--- src/rtl/fcxm_pkg.sv ---
package fcxm_pkg;

	localparam int ANGLE_BITS     = 12;
	localparam int GAIN_FRAC_BITS = 8;
	localparam int TRIG_BITS      = 14;
	localparam int DRIVE_MAX      = 127;

	localparam int AXIS_W = 8;
	localparam int GAIN_W = GAIN_FRAC_BITS + 1;
	localparam int TRIG_W = TRIG_BITS + 2;            // signed Q1.14
	localparam int XW     = AXIS_W + GAIN_W;          // scaled axis, signed
	localparam int MUL_W  = XW + 1;                   // shared multiplier operand
	localparam int PW     = 2 * MUL_W;
	localparam int AW     = XW + TRIG_BITS + 3;       // rotation accumulators
	localparam int SW     = AW + 2;                   // three-term drive sums
	localparam int SH     = GAIN_FRAC_BITS + TRIG_BITS;

	localparam int IN_BITS = 3 * AXIS_W + ANGLE_BITS + 1;
	localparam int IN_W    = ((IN_BITS + 7) / 8) * 8;
	localparam int OUT_W   = 4 * AXIS_W;

	localparam int PADDR_W = 4;
	localparam logic [1:0] REG_FCE  = 2'd0;
	localparam logic [1:0] REG_SLOW = 2'd1;
	localparam logic [1:0] REG_FULL = 2'd2;

	localparam int STEP_W = 4;

	typedef enum logic [2:0] {A_LX, A_LY, A_RX, A_X, A_Y, A_R, A_D} a_sel_t;
	typedef enum logic [2:0] {B_GAIN, B_CQ, B_SQ, B_FRAC, B_ONE} b_sel_t;
	typedef enum logic [3:0] {
		D_NONE, D_X, D_Y, D_R, D_SIN, D_COS,
		D_FX_LD, D_FX_SUB, D_FY_LD, D_FY_ADD, D_RR
	} dst_t;
	typedef enum logic [1:0] {C_NONE, C_WAIT_IN, C_WAIT_OUT} cond_t;

	typedef struct packed {
		a_sel_t            a_sel;
		b_sel_t            b_sel;
		dst_t              dst;
		cond_t             cond;
		logic              emit;
		logic [STEP_W-1:0] next;
	} ucode_t;

	typedef struct packed {
		a_sel_t a_sel;
		b_sel_t b_sel;
		dst_t   dst;
		logic   emit;       // load output register this cycle
		logic   in_ready;
	} ctrl_t;

	typedef struct packed {
		logic [14:0] base;
		logic [9:0]  d;
		logic [8:0]  frac;
		logic        neg;
	} trig_t;

	// round(16384*sin(k*pi/64)), k = 0..32
	function automatic logic [14:0] sine_tab(input logic [5:0] k);
		logic [14:0] v;
		case (k)
			6'd0:  v = 15'd0;     6'd1:  v = 15'd804;   6'd2:  v = 15'd1606;
			6'd3:  v = 15'd2404;  6'd4:  v = 15'd3196;  6'd5:  v = 15'd3981;
			6'd6:  v = 15'd4756;  6'd7:  v = 15'd5520;  6'd8:  v = 15'd6270;
			6'd9:  v = 15'd7005;  6'd10: v = 15'd7723;  6'd11: v = 15'd8423;
			6'd12: v = 15'd9102;  6'd13: v = 15'd9760;  6'd14: v = 15'd10394;
			6'd15: v = 15'd11003; 6'd16: v = 15'd11585; 6'd17: v = 15'd12140;
			6'd18: v = 15'd12665; 6'd19: v = 15'd13160; 6'd20: v = 15'd13623;
			6'd21: v = 15'd14053; 6'd22: v = 15'd14449; 6'd23: v = 15'd14811;
			6'd24: v = 15'd15137; 6'd25: v = 15'd15426; 6'd26: v = 15'd15679;
			6'd27: v = 15'd15893; 6'd28: v = 15'd16069; 6'd29: v = 15'd16207;
			6'd30: v = 15'd16305; 6'd31: v = 15'd16364;
			default: v = 15'd16384;
		endcase
		return v;
	endfunction

endpackage

--- src/rtl/fcxm_trig.sv ---
// Quarter-wave sine lookup: base point, step to next point, fraction, sign.
module fcxm_trig (
	input  logic [15:0]    angle,
	output fcxm_pkg::trig_t trig
);

	logic [14:0] q;
	logic [5:0]  idx;
	logic [14:0] t0, t1;

	always_comb begin
		q = {1'b0, angle[13:0]};
		if (angle[14]) begin
			q = 15'd16384 - q;
		end
		idx = q[14:9];
		t0  = fcxm_pkg::sine_tab(idx);
		t1  = fcxm_pkg::sine_tab(idx + 6'd1);
		trig.base = t0;
		trig.d    = (idx >= 6'd32) ? 10'd0 : 10'(t1 - t0);
		trig.frac = q[8:0];
		trig.neg  = angle[15];
	end

endmodule

--- src/rtl/fcxm_seq.sv ---
// Microcode ROM and step counter.
module fcxm_seq (
	input  logic               clk,
	input  logic               arst_n,
	input  logic               in_valid,
	input  logic               out_busy,
	output fcxm_pkg::ctrl_t    ctrl
);

	logic [fcxm_pkg::STEP_W-1:0] step_q;
	fcxm_pkg::ucode_t            uw;
	logic                        hold;

	// one control word per step
	always_comb begin
		uw = '{a_sel: fcxm_pkg::A_LX, b_sel: fcxm_pkg::B_GAIN, dst: fcxm_pkg::D_NONE,
		       cond: fcxm_pkg::C_NONE, emit: 1'b0, next: step_q + 4'd1};
		unique case (step_q)
			4'd0: uw.cond = fcxm_pkg::C_WAIT_IN;
			4'd1: begin
				uw.a_sel = fcxm_pkg::A_LX; uw.b_sel = fcxm_pkg::B_GAIN; uw.dst = fcxm_pkg::D_X;
			end
			4'd2: begin
				uw.a_sel = fcxm_pkg::A_LY; uw.b_sel = fcxm_pkg::B_GAIN; uw.dst = fcxm_pkg::D_Y;
			end
			4'd3: begin
				uw.a_sel = fcxm_pkg::A_RX; uw.b_sel = fcxm_pkg::B_GAIN; uw.dst = fcxm_pkg::D_R;
			end
			4'd4: begin
				uw.a_sel = fcxm_pkg::A_D; uw.b_sel = fcxm_pkg::B_FRAC; uw.dst = fcxm_pkg::D_SIN;
			end
			4'd5: begin
				uw.a_sel = fcxm_pkg::A_D; uw.b_sel = fcxm_pkg::B_FRAC; uw.dst = fcxm_pkg::D_COS;
			end
			4'd6: begin
				uw.a_sel = fcxm_pkg::A_X; uw.b_sel = fcxm_pkg::B_CQ; uw.dst = fcxm_pkg::D_FX_LD;
			end
			4'd7: begin
				uw.a_sel = fcxm_pkg::A_Y; uw.b_sel = fcxm_pkg::B_SQ; uw.dst = fcxm_pkg::D_FX_SUB;
			end
			4'd8: begin
				uw.a_sel = fcxm_pkg::A_X; uw.b_sel = fcxm_pkg::B_SQ; uw.dst = fcxm_pkg::D_FY_LD;
			end
			4'd9: begin
				uw.a_sel = fcxm_pkg::A_Y; uw.b_sel = fcxm_pkg::B_CQ; uw.dst = fcxm_pkg::D_FY_ADD;
			end
			4'd10: begin
				uw.a_sel = fcxm_pkg::A_R; uw.b_sel = fcxm_pkg::B_ONE; uw.dst = fcxm_pkg::D_RR;
			end
			4'd11: begin
				uw.cond = fcxm_pkg::C_WAIT_OUT; uw.emit = 1'b1; uw.next = 4'd0;
			end
			default: uw.next = 4'd0;
		endcase
	end

	always_comb begin
		unique case (uw.cond)
			fcxm_pkg::C_WAIT_IN:  hold = !in_valid;
			fcxm_pkg::C_WAIT_OUT: hold = out_busy;
			default:              hold = 1'b0;
		endcase
	end

	always_comb begin
		ctrl.a_sel    = uw.a_sel;
		ctrl.b_sel    = uw.b_sel;
		ctrl.dst      = uw.dst;
		ctrl.emit     = uw.emit && !hold;
		ctrl.in_ready = (uw.cond == fcxm_pkg::C_WAIT_IN);
	end

	always_ff @(posedge clk or negedge arst_n) begin
		if (!arst_n) begin
			step_q <= '0;
		end else if (!hold) begin
			step_q <= uw.next;
		end
	end

endmodule

--- src/rtl/fcxm_dp.sv ---
// Datapath: shared multiplier, scaled axes, trig values, accumulators, output register.
module fcxm_dp (
	input  logic                                clk,
	input  logic                                arst_n,
	input  fcxm_pkg::ctrl_t                     ctrl,
	input  logic                                in_fire,
	input  logic [fcxm_pkg::IN_W-1:0]           in_data,
	input  logic [fcxm_pkg::GAIN_W-1:0]         gain,
	input  logic                                fce,
	input  logic                                out_ready,
	output logic                                out_valid,
	output logic [fcxm_pkg::OUT_W-1:0]          out_data
);

	localparam int AB = fcxm_pkg::AXIS_W;

	logic signed [AB-1:0]                 lx_q, ly_q, rx_q;
	logic [15:0]                          ang_q;
	logic signed [fcxm_pkg::XW-1:0]       x_q, y_q, r_q;
	logic signed [fcxm_pkg::TRIG_W-1:0]   s_q, c_q;
	logic signed [fcxm_pkg::AW-1:0]       fx_q, fy_q, rr_q;
	logic [fcxm_pkg::OUT_W-1:0]           drv_q;
	logic                                 vld_q;

	logic signed [fcxm_pkg::MUL_W-1:0]    op_a, op_b;
	logic signed [fcxm_pkg::PW-1:0]       prod;
	logic signed [fcxm_pkg::AW-1:0]       prod_a;
	logic [15:0]                          t_angle;
	fcxm_pkg::trig_t                      trig;
	logic [19:0]                          step_r;
	logic [14:0]                          t_mag;
	logic signed [fcxm_pkg::TRIG_W-1:0]   t_val;
	logic signed [fcxm_pkg::SW-1:0]       sum_fl, sum_fr, sum_bl, sum_br;
	logic [fcxm_pkg::OUT_W-1:0]           drv;

	function automatic logic [7:0] drive_out(input logic signed [fcxm_pkg::SW-1:0] v);
		logic [fcxm_pkg::SW-1:0] mag, rnd;
		logic [6:0]              m7;
		mag = v[fcxm_pkg::SW-1] ? fcxm_pkg::SW'(-v) : fcxm_pkg::SW'(v);
		rnd = (mag + (fcxm_pkg::SW'(1) << (fcxm_pkg::SH - 1))) >> fcxm_pkg::SH;
		m7  = (rnd > fcxm_pkg::SW'(fcxm_pkg::DRIVE_MAX)) ? 7'(fcxm_pkg::DRIVE_MAX)
		                                                 : rnd[6:0];
		return v[fcxm_pkg::SW-1] ? 8'(-{1'b0, m7}) : {1'b0, m7};
	endfunction

	// heading to 16-bit turn fraction; cosine is a quarter turn ahead
	always_comb begin
		t_angle = (ctrl.dst == fcxm_pkg::D_COS) ? ang_q + 16'd16384 : ang_q;
	end

	fcxm_trig u_trig (
		.angle (t_angle),
		.trig  (trig)
	);

	always_comb begin
		unique case (ctrl.a_sel)
			fcxm_pkg::A_LX: op_a = fcxm_pkg::MUL_W'(lx_q);
			fcxm_pkg::A_LY: op_a = fcxm_pkg::MUL_W'(ly_q);
			fcxm_pkg::A_RX: op_a = fcxm_pkg::MUL_W'(rx_q);
			fcxm_pkg::A_X:  op_a = fcxm_pkg::MUL_W'(x_q);
			fcxm_pkg::A_Y:  op_a = fcxm_pkg::MUL_W'(y_q);
			fcxm_pkg::A_R:  op_a = fcxm_pkg::MUL_W'(r_q);
			default:        op_a = signed'(fcxm_pkg::MUL_W'(trig.d));
		endcase
		unique case (ctrl.b_sel)
			fcxm_pkg::B_GAIN: op_b = signed'(fcxm_pkg::MUL_W'(gain));
			fcxm_pkg::B_CQ:   op_b = fcxm_pkg::MUL_W'(c_q);
			fcxm_pkg::B_SQ:   op_b = fcxm_pkg::MUL_W'(s_q);
			fcxm_pkg::B_FRAC: op_b = signed'(fcxm_pkg::MUL_W'(trig.frac));
			default:          op_b = signed'(fcxm_pkg::MUL_W'(1 << fcxm_pkg::TRIG_BITS));
		endcase
		prod   = op_a * op_b;
		prod_a = prod[fcxm_pkg::AW-1:0];
	end

	// interpolation: step rounded half up over 9 fraction bits
	always_comb begin
		step_r = (prod[19:0] + 20'd256) >> 9;
		t_mag  = trig.base + step_r[14:0];
		t_val  = trig.neg ? -signed'(fcxm_pkg::TRIG_W'(t_mag))
		                  : signed'(fcxm_pkg::TRIG_W'(t_mag));
	end

	always_comb begin
		sum_fl = fcxm_pkg::SW'(rr_q) + fcxm_pkg::SW'(fy_q) + fcxm_pkg::SW'(fx_q);
		sum_fr = fcxm_pkg::SW'(rr_q) - fcxm_pkg::SW'(fy_q) + fcxm_pkg::SW'(fx_q);
		sum_bl = fcxm_pkg::SW'(rr_q) + fcxm_pkg::SW'(fy_q) - fcxm_pkg::SW'(fx_q);
		sum_br = fcxm_pkg::SW'(rr_q) - fcxm_pkg::SW'(fy_q) - fcxm_pkg::SW'(fx_q);
		drv    = {drive_out(sum_br), drive_out(sum_bl), drive_out(sum_fr), drive_out(sum_fl)};
	end

	always_ff @(posedge clk) begin
		if (in_fire) begin
			lx_q  <= signed'(in_data[AB-1:0]);
			ly_q  <= signed'(in_data[2*AB-1:AB]);
			rx_q  <= signed'(in_data[3*AB-1:2*AB]);
			ang_q <= 16'(in_data[3*AB +: fcxm_pkg::ANGLE_BITS]) << (16 - fcxm_pkg::ANGLE_BITS);
		end
		unique case (ctrl.dst)
			fcxm_pkg::D_X:      x_q  <= signed'(prod[fcxm_pkg::XW-1:0]);
			fcxm_pkg::D_Y:      y_q  <= signed'(prod[fcxm_pkg::XW-1:0]);
			fcxm_pkg::D_R:      r_q  <= signed'(prod[fcxm_pkg::XW-1:0]);
			fcxm_pkg::D_SIN:    s_q  <= fce ? t_val : '0;
			fcxm_pkg::D_COS:    c_q  <= fce ? t_val
			                                : signed'(fcxm_pkg::TRIG_W'(1 << fcxm_pkg::TRIG_BITS));
			fcxm_pkg::D_FX_LD:  fx_q <= prod_a;
			fcxm_pkg::D_FX_SUB: fx_q <= fx_q - prod_a;
			fcxm_pkg::D_FY_LD:  fy_q <= prod_a;
			fcxm_pkg::D_FY_ADD: fy_q <= fy_q + prod_a;
			fcxm_pkg::D_RR:     rr_q <= prod_a;
			default: ;
		endcase
		if (ctrl.emit) begin
			drv_q <= drv;
		end
	end

	always_ff @(posedge clk or negedge arst_n) begin
		if (!arst_n) begin
			vld_q <= 1'b0;
		end else if (ctrl.emit) begin
			vld_q <= 1'b1;
		end else if (out_ready) begin
			vld_q <= 1'b0;
		end
	end

	assign out_valid = vld_q;
	assign out_data  = drv_q;

endmodule

--- src/rtl/field_centric_xdrive_mixer.sv ---
// Channel   Dir  Transfer when              Payload
// s_*       in   s_tvalid & s_tready        one joystick frame (s_tdata)
// m_*       out  m_tvalid & m_tready        four motor drives (m_tdata)
// APB       in   psel & penable & pwrite    register write, pready tied high
//
// A frame is taken only at the idle step; eleven more steps on one shared
// multiplier then load the drives into the output register, and no new frame
// is taken until they are done. A finished result waits there while the next
// frame is taken; the last step stalls only while that register is full and
// not being read. Reset clears the step counter, output valid and speed mode,
// and loads field-centric on, gains 77 and 256.
module field_centric_xdrive_mixer (
	input  logic                            clk,
	input  logic                            arst_n,
	// stream in
	input  logic                            s_tvalid,
	output logic                            s_tready,
	// [7:0] left_x, [15:8] left_y, [23:16] right_x, [35:24] heading,
	// [36] speed_button_pressed, rest zero
	input  logic [fcxm_pkg::IN_W-1:0]       s_tdata,
	// stream out
	output logic                            m_tvalid,
	input  logic                            m_tready,
	// [7:0] front_left_drive, [15:8] front_right_drive,
	// [23:16] back_left_drive, [31:24] back_right_drive
	output logic [fcxm_pkg::OUT_W-1:0]      m_tdata,
	// configuration
	input  logic                            psel,
	input  logic                            penable,
	input  logic                            pwrite,
	input  logic [fcxm_pkg::PADDR_W-1:0]    paddr,
	input  logic [31:0]                     pwdata,
	output logic [31:0]                     prdata,
	output logic                            pready
);

	logic                           fce_q;
	logic [fcxm_pkg::GAIN_W-1:0]    slow_gain_q, full_gain_q;
	logic                           slow_mode_q;
	logic                           slow_mode;
	logic [fcxm_pkg::GAIN_W-1:0]    gain;
	logic                           in_fire, cfg_wr;
	fcxm_pkg::ctrl_t                ctrl;

	assign pready   = 1'b1;
	assign cfg_wr   = psel && penable && pwrite && pready;
	assign s_tready = ctrl.in_ready;
	assign in_fire  = s_tvalid && s_tready;

	// register file; a write to an unused address is dropped
	always_ff @(posedge clk or negedge arst_n) begin
		if (!arst_n) begin
			fce_q       <= 1'b1;
			slow_gain_q <= fcxm_pkg::GAIN_W'(77);
			full_gain_q <= fcxm_pkg::GAIN_W'(256);
		end else if (cfg_wr) begin
			unique case (paddr[3:2])
				fcxm_pkg::REG_FCE:  fce_q       <= pwdata[0];
				fcxm_pkg::REG_SLOW: slow_gain_q <= pwdata[fcxm_pkg::GAIN_W-1:0];
				fcxm_pkg::REG_FULL: full_gain_q <= pwdata[fcxm_pkg::GAIN_W-1:0];
				default: ;
			endcase
		end
	end

	always_comb begin
		unique case (paddr[3:2])
			fcxm_pkg::REG_FCE:  prdata = 32'(fce_q);
			fcxm_pkg::REG_SLOW: prdata = 32'(slow_gain_q);
			fcxm_pkg::REG_FULL: prdata = 32'(full_gain_q);
			default:            prdata = '0;
		endcase
	end

	// each frame taken with the press bit set toggles the mode; the new mode already scales this frame
	always_comb begin
		slow_mode = slow_mode_q ^ (in_fire && s_tdata[3*fcxm_pkg::AXIS_W + fcxm_pkg::ANGLE_BITS]);
	end

	always_ff @(posedge clk or negedge arst_n) begin
		if (!arst_n) begin
			slow_mode_q <= 1'b0;
		end else begin
			slow_mode_q <= slow_mode;
		end
	end

	assign gain = slow_mode_q ? slow_gain_q : full_gain_q;

	fcxm_seq u_seq (
		.clk      (clk),
		.arst_n   (arst_n),
		.in_valid (s_tvalid),
		.out_busy (m_tvalid && !m_tready),
		.ctrl     (ctrl)
	);

	fcxm_dp u_dp (
		.clk       (clk),
		.arst_n    (arst_n),
		.ctrl      (ctrl),
		.in_fire   (in_fire),
		.in_data   (s_tdata),
		.gain      (gain),
		.fce       (fce_q),
		.out_ready (m_tready),
		.out_valid (m_tvalid),
		.out_data  (m_tdata)
	);

endmodule

--- config.mk ---
export PLATFORM = sky130hd
export DESIGN_NAME = field_centric_xdrive_mixer
export DESIGN_NICKNAME = d
export VERILOG_FILES = /design/src/rtl/fcxm_pkg.sv /design/src/rtl/fcxm_trig.sv /design/src/rtl/fcxm_seq.sv /design/src/rtl/fcxm_dp.sv /design/src/rtl/field_centric_xdrive_mixer.sv
export SDC_FILE = /design/constraint.sdc
export NUM_CORES = 2
export LEC_CHECK = 0
export BUFFER_PORTS_ARGS = -buffer_cell sky130_fd_sc_hd__buf_2
export CAP_MARGIN = 20
export CORE_MARGIN = 2
export CORE_UTILIZATION = 45
export CTS_BUF_LIST = sky130_fd_sc_hd__clkbuf_16
export CTS_CLUSTER_DIAMETER = 100
export DETAILED_ROUTE_END_ITERATION = 10
export PLACE_DENSITY_LB_ADDON = 0.05
export SYNTH_ARGS = -nofsm -noshare
export SYNTH_HDL_FRONTEND = slang
export SYNTH_HIERARCHICAL = 1
export SYNTH_SLANG_ARGS = --single-unit
--- constraint.sdc ---
create_clock -name clk -period 16.1 [get_ports clk]
set_input_delay 3.22 -clock clk [delete_from_list [all_inputs] [get_ports clk]]
set_output_delay 3.22 -clock clk [all_outputs]
set_load 0.1 [all_outputs]
# Yosys cells after proc, flatten, opt, wreduce, memory -nomap -nowiden
# Memory sizes are Yosys's and may differ from the RTL's.
# Cells that the tools add are included.
# op_classes
bitwise_logic,1
eq_ne,33
muxes,31
addsub,28
magnitude_cmp,5
reduce_logical,20
mul,1
shifts,0
n_div,0
# op_table
op,count
36-bit by 22-bit adder with 36-bit output (second input constant),4
36-bit 2-to-1 mux,4
36-bit negation,4
34-bit one-hot mux with 2 select lines,2
18-bit one-hot mux with 6 select lines,1
10-bit one-hot mux with 10 select lines,1
35-bit by 34-bit adder with 36-bit output,2
18-bit one-hot mux with 4 select lines,1
35-bit by 34-bit subtractor with 36-bit output,2
14-bit by 7-bit greater-than comparator with 1-bit output (second input constant),4
7-bit 2-to-1 mux,8
34-bit by 34-bit adder with 35-bit output,1
34-bit by 34-bit subtractor with 35-bit output,1
34-bit adder,1
18-bit by 18-bit multiplier with 34-bit output,1
34-bit subtractor,1
4-bit by 3-bit equality test with 1-bit output (second input constant),8
16-bit 2-to-1 mux,2
7-bit negation with 8-bit output,4
15-bit 2-to-1 mux,2
4-bit equality test (second input constant),7
9-bit one-hot mux with 3 select lines,1
20-bit by 9-bit adder with 20-bit output (second input constant),1
10-bit 2-to-1 mux,2
29 further kinds,54
# word_totals
ff_bits,278
rom_bits,896
ram_bits,0
n_memories,2
latchBits,0
input_bits,83
out_inout_bits,67
# mem_list
memory,depth,word_bits,rd,rd_clocked_by_memory_dff,write_ports,line,rtl
(name not given),32,14,1,0,0,fcxm_pkg.sv:64,case (k)
(name not given),32,14,1,0,0,fcxm_pkg.sv:64,

# Logic depth before layout (Yosys ltp)
# An unclocked memory read counts as a cell.
# depth
depth_word,17
mapped_depth,73
mapped_depth_nobuf,68

# Modules after synthesis
# The synthesis kept the hierarchy.
# modules_own_cells
mod,cells_each,instances,seq_area_each_um2,area_per_inst_um2
fcxm_dp,5131,1,7622.3,42746.0
fcxm_trig,375,1,0.0,2368.5
field_centric_xdrive_mixer,100,1,508.0,1246.2
fcxm_seq,75,1,100.1,554.3

# Worst setup path before layout
# OpenSTA, ideal clock, no wires.
# synth_path
path_kind,flip-flop to flip-flop
start,register u_seq/step_q[0] (netlist name)
end,"register u_dp/fy_q[33] (netlist name), data pin"
required_ns,15.834
n_path_buf,5
setup_time_ns,0.266
t_arrival_ns,14.448
setup_slack_ns,1.386
stages_incl_launch_ff,67
path_cell_list,dfrtp_1 -> inv_1 -> ha_1 -> buf_6 -> nor3_1 -> nor2_1 -> buf_4 -> nand2b_1 -> nor2_1 -> xor2_1 -> inv_1 -> a41o_2 -> xnor2_2 -> clkbuf_1 -> ha_1 -> o21ai_4 -> xnor2_1 -> clkbuf_1 -> [... 31 more ...] -> a21o_1 -> a21o_1 -> a21o_1 -> a31o_2 -> a41oi_1 -> nor2b_1 -> xor2_1 -> inv_1 -> ha_1 -> and3_1 -> a21oi_1 -> a31oi_1 -> a311oi_1 -> o21bai_1 -> a21oi_1 -> xnor2_1 -> nor2_1 -> xnor2_1
# synth_lines
element,line,rtl
from (decl),fcxm_seq.sv:10,logic [fcxm_pkg::STEP_W-1:0] step_q;
from (signal assigned),fcxm_seq.sv:77,step_q <= uw.next;
to (signal assigned),fcxm_dp.sv:109,fcxm_pkg::D_FY_LD: fy_q <= prod_a;
to (signal assigned),fcxm_dp.sv:110,fcxm_pkg::D_FY_ADD: fy_q <= fy_q + prod_a;
to (decl),fcxm_dp.sv:21,"logic signed [fcxm_pkg::AW-1:0] fx_q, fy_q, rr_q;"

==> results.md <==
- Outcome: finished clean
- DR vias/cell: 5.83
- Met2 routed WL: 71500 um
- Hold Crit Start: u_dp/out_valid
- Vias in the first global route: 40.6k
- CTS H-tree lvls: 2
- Slew @ Worst Pin: 1.24 ns
- Clock Latency Late Sink: 0.63 ns
- Crit Path Category: flip-flop to flip-flop
- CTS Hold Buffers Added: 0
- Final cell count without fillers: 7087
- Final setup vio count: 0
- Max Used Layer: met4
- Setup repair bufs after CTS: 0
- Final nets: 6489
- Met1 WL: 65200 um
- Seq/Total Area, Yosys: 17.5%
- GP Congestion: 0.949
- Post-CTS sizing: 0
- WL met3: 6330 um
- Initial antenna violation count: 0
- Cell Area, Synth: 0.0469 mm^2
- Largest net degree at the start of global routing: 48
- Final hold vios: 0
- Worst path arrival time: 15.66 ns
- Final setup TNS: 0 ns
- Layout area overhead: 7.18%
- Die extent in y: 327 um
- Most used DFF post-synth: edfxtp_1
- Drt pass-1 iters: 7
- Cell taking the most area after synthesis: edfxtp_1
- Buf+Inv Stages, Crit Path: 10
- Reg2Reg Capture Point: u_dp/fy_q[33]
- CP Max Fanout: 11
- Ys async rst share: 8.99%
- Port Buf Inserts: 97
- Min-delay worst type: flip-flop to flip-flop
- CP max stage cell: fa_1
- Synthesized flop and latch total: 278
- Die Span X: 327 um
- Storage cell area: 0.00823 mm^2
- Avg WL per Cell: 20.8 um
- GRT Util Overall: 27.4%
- # IOs: 150
- Synth top area cells: edfxtp_1 16%, fa_1 13%, ha_1 11%
- Share of cells above drive strength 1: 8.76%
- Aggregate global routing overflow: 0
- Row count: 118
- Max Fclk: 65.2 MHz
- Area of the multi-input gates: 0.0352 mm^2
- Hold path depth: 1
- Peak per-stage delay on the critical path: 0.60 ns
- Slew headroom: 16.1%
- TritonCTS buffer count: 38
- Most common cell in the netlist: inv_1
- Clock Tree Root: clkbuf_16
- Post-Syn Instances: 5681
- Top post-synthesis cells by count: 624 x inv_1, 508 x nor2_1, 493 x nand2_1
- Number of synthesized flops with an enable pin: 253
- Remaining antenna violation count after routing: 0
- Critical Path Start Type: flip-flop
- Worst-case clock buffer depth: 3
- Top delay family on crit path: adder cells
- Register-to-Register Setup Slack: 0.75 ns
- Global-route wire length before repair: 231000 um
- WHS Endpoint: u_dp/out_valid
- DRC: 0
- YS warnings: 6
- Initial core utilization: 45.3%
- Inst Count DP: 7015
- DR iter-0 viols: 2642
- Synth Area per Inst: 8.26 um^2
- Die area: 0.107 mm^2
- Vias: 41.3k
- # fillers: 10.2k
- Max Cap Violations: 0
- Total wire length: 148000 um
- TritonCTS clock tree: yes
- Final Critical Period: 15.35 ns
- Core Footprint: 0.103 mm^2
- Reg-to-reg startpoint: u_seq/step_q[0]
- Share of the synthesized area in the top cell type: 16.2%
- Slew Limit Fails: 0
- Sink Count: 278
- Final critical-path share of the clock period: 95.3%
- Cell variety after synth: 141
- Data required, critical path: 16.41 ns
- Ant. Diodes: 0
- CTS clk-pin slew, worst paths: 0.06 ns
- Critical Path End Type: flip-flop
- Cell seen most often among critical-path stages: inv_1
- Setup Skew: 0.0522 ns
- Final HPWL DP: 120000 um
- Reg2Reg Depth: 63
==> how the worst max path moves through the flow <==
stage | start | end | slack [ns] | cells past startpoint
after floorplan | u_seq/step_q[0] | u_dp/fy_q[33] | 1.39 | 66
after global placement | u_seq/step_q[1] | u_dp/fy_q[33] | 0.69 | 64
after detailed placement | u_seq/step_q[1] | u_dp/fy_q[33] | 0.53 | 64
after CTS | u_seq/step_q[1] | u_dp/fy_q[33] | 0.43 | 64
after global routing | u_seq/step_q[1] | u_dp/fx_q[32] | -0.002 | 64
final | u_seq/step_q[0] | u_dp/fy_q[33] | 0.75 | 63
==> cells in the final DEF (no fill, tap or decap), types with 24 or more instances in the layout <==
master     netlist  final
inv_1          624    627
nor2_1         508    501
nand2_1        493    493
ha_1           412    412
a21oi_1        355    354
fa_1           316    316
o21ai_0        259    256
edfxtp_1       253    253
xnor2_1        244    241
nor3_1         157    152
buf_4           44    107
nand3_1        106    106
buf_2           42     97
a21o_1          95     95
xor2_1          82     82
nor2b_1         81     79
nand2b_1        78     78
and2_1          64     62
or3_1           60     60
a211oi_1        61     58
and3_1          55     55
o211ai_1        55     55
mux2i_1         53     53
nor4_1          50     50
nand4_1         48     48
a31oi_1         46     46
o21a_1          46     46
o21bai_1        42     42
o31ai_1         41     41
mux2_2          39     39
conb_1           3     38
clkbuf_16        0     38
o21ai_1         32     33
nor3b_1         24     24
==> layer usage <==
layer | vias up | global-route usage, %
li1 | 20000 | -
met1 | 20070 | 35.9
met2 | 1022 | 47.8
met5 | - | 0
met4 | 0 | 8.15
met3 | 217 | 2.61
==> logic make-up (layout without fill, tap and decap cells) <==
logic type,count (synthesis),count (layout),share of synthesized area (%)
AOI/OAI and AO/OA,1428,1428,21.0
xor gates and xnor gates,332,332,6.32
adders and majority gates,729,729,24.5
buffers and inverters,927,918,8.01
DFF,278,278,17.5
muxes,111,111,2.79
other,3,38,0.0240
and+or+nand+nor,1873,1873,19.8
==> through the flow <==
| stage | utilization, % | setup WS [ns] | hold slack [ns] | area, um^2 |
|---|---|---|---|---|
| after floorplan | - | 1.39 | 0.499 | 47000 |
| after global placement | 47.2 | 0.691 | 0.478 | 48900 |
| after detailed placement | 47.2 | 0.529 | 0.496 | 48900 |
| after CTS | 48.5 | 0.426 | 0.505 | 50200 |
| after global routing | 48.6 | -0.00205 | 0.528 | 50300 |
| final | 48.6 | 0.754 | 0.506 | 50300 |
==> registers in the layout, summed over array words and instances (netlist names) <==
register,flops
u_dp/x_q,17
full_gain_q,9
u_dp/fy_q,34
u_dp/c_q,16
u_dp/y_q,17
slow_mode_q,1
u_dp/out_data,32
u_dp/lx_q,8
u_seq/step_q,4
slow_gain_q,9
u_dp/s_q,16
u_dp/out_valid,1
u_dp/rr_q,34
u_dp/r_q,17
u_dp/ly_q,8
fce_q,1
u_dp/fx_q,34
u_dp/rx_q,8
u_dp/ang_q,12
==> area by class of cell <==
class                   instances  area share (%)
well taps                    1380            3.43
repair buffers                208            2.66
flip-flops and latches        278            16.4
clock buffers                  38            1.89
clock inverters                31           0.771
inverters                     641            4.79
multi-input cells            4511            70.1
Power is not shown: default switching activity piles up to over one toggle a cycle in this logic, so the estimate is an artifact.
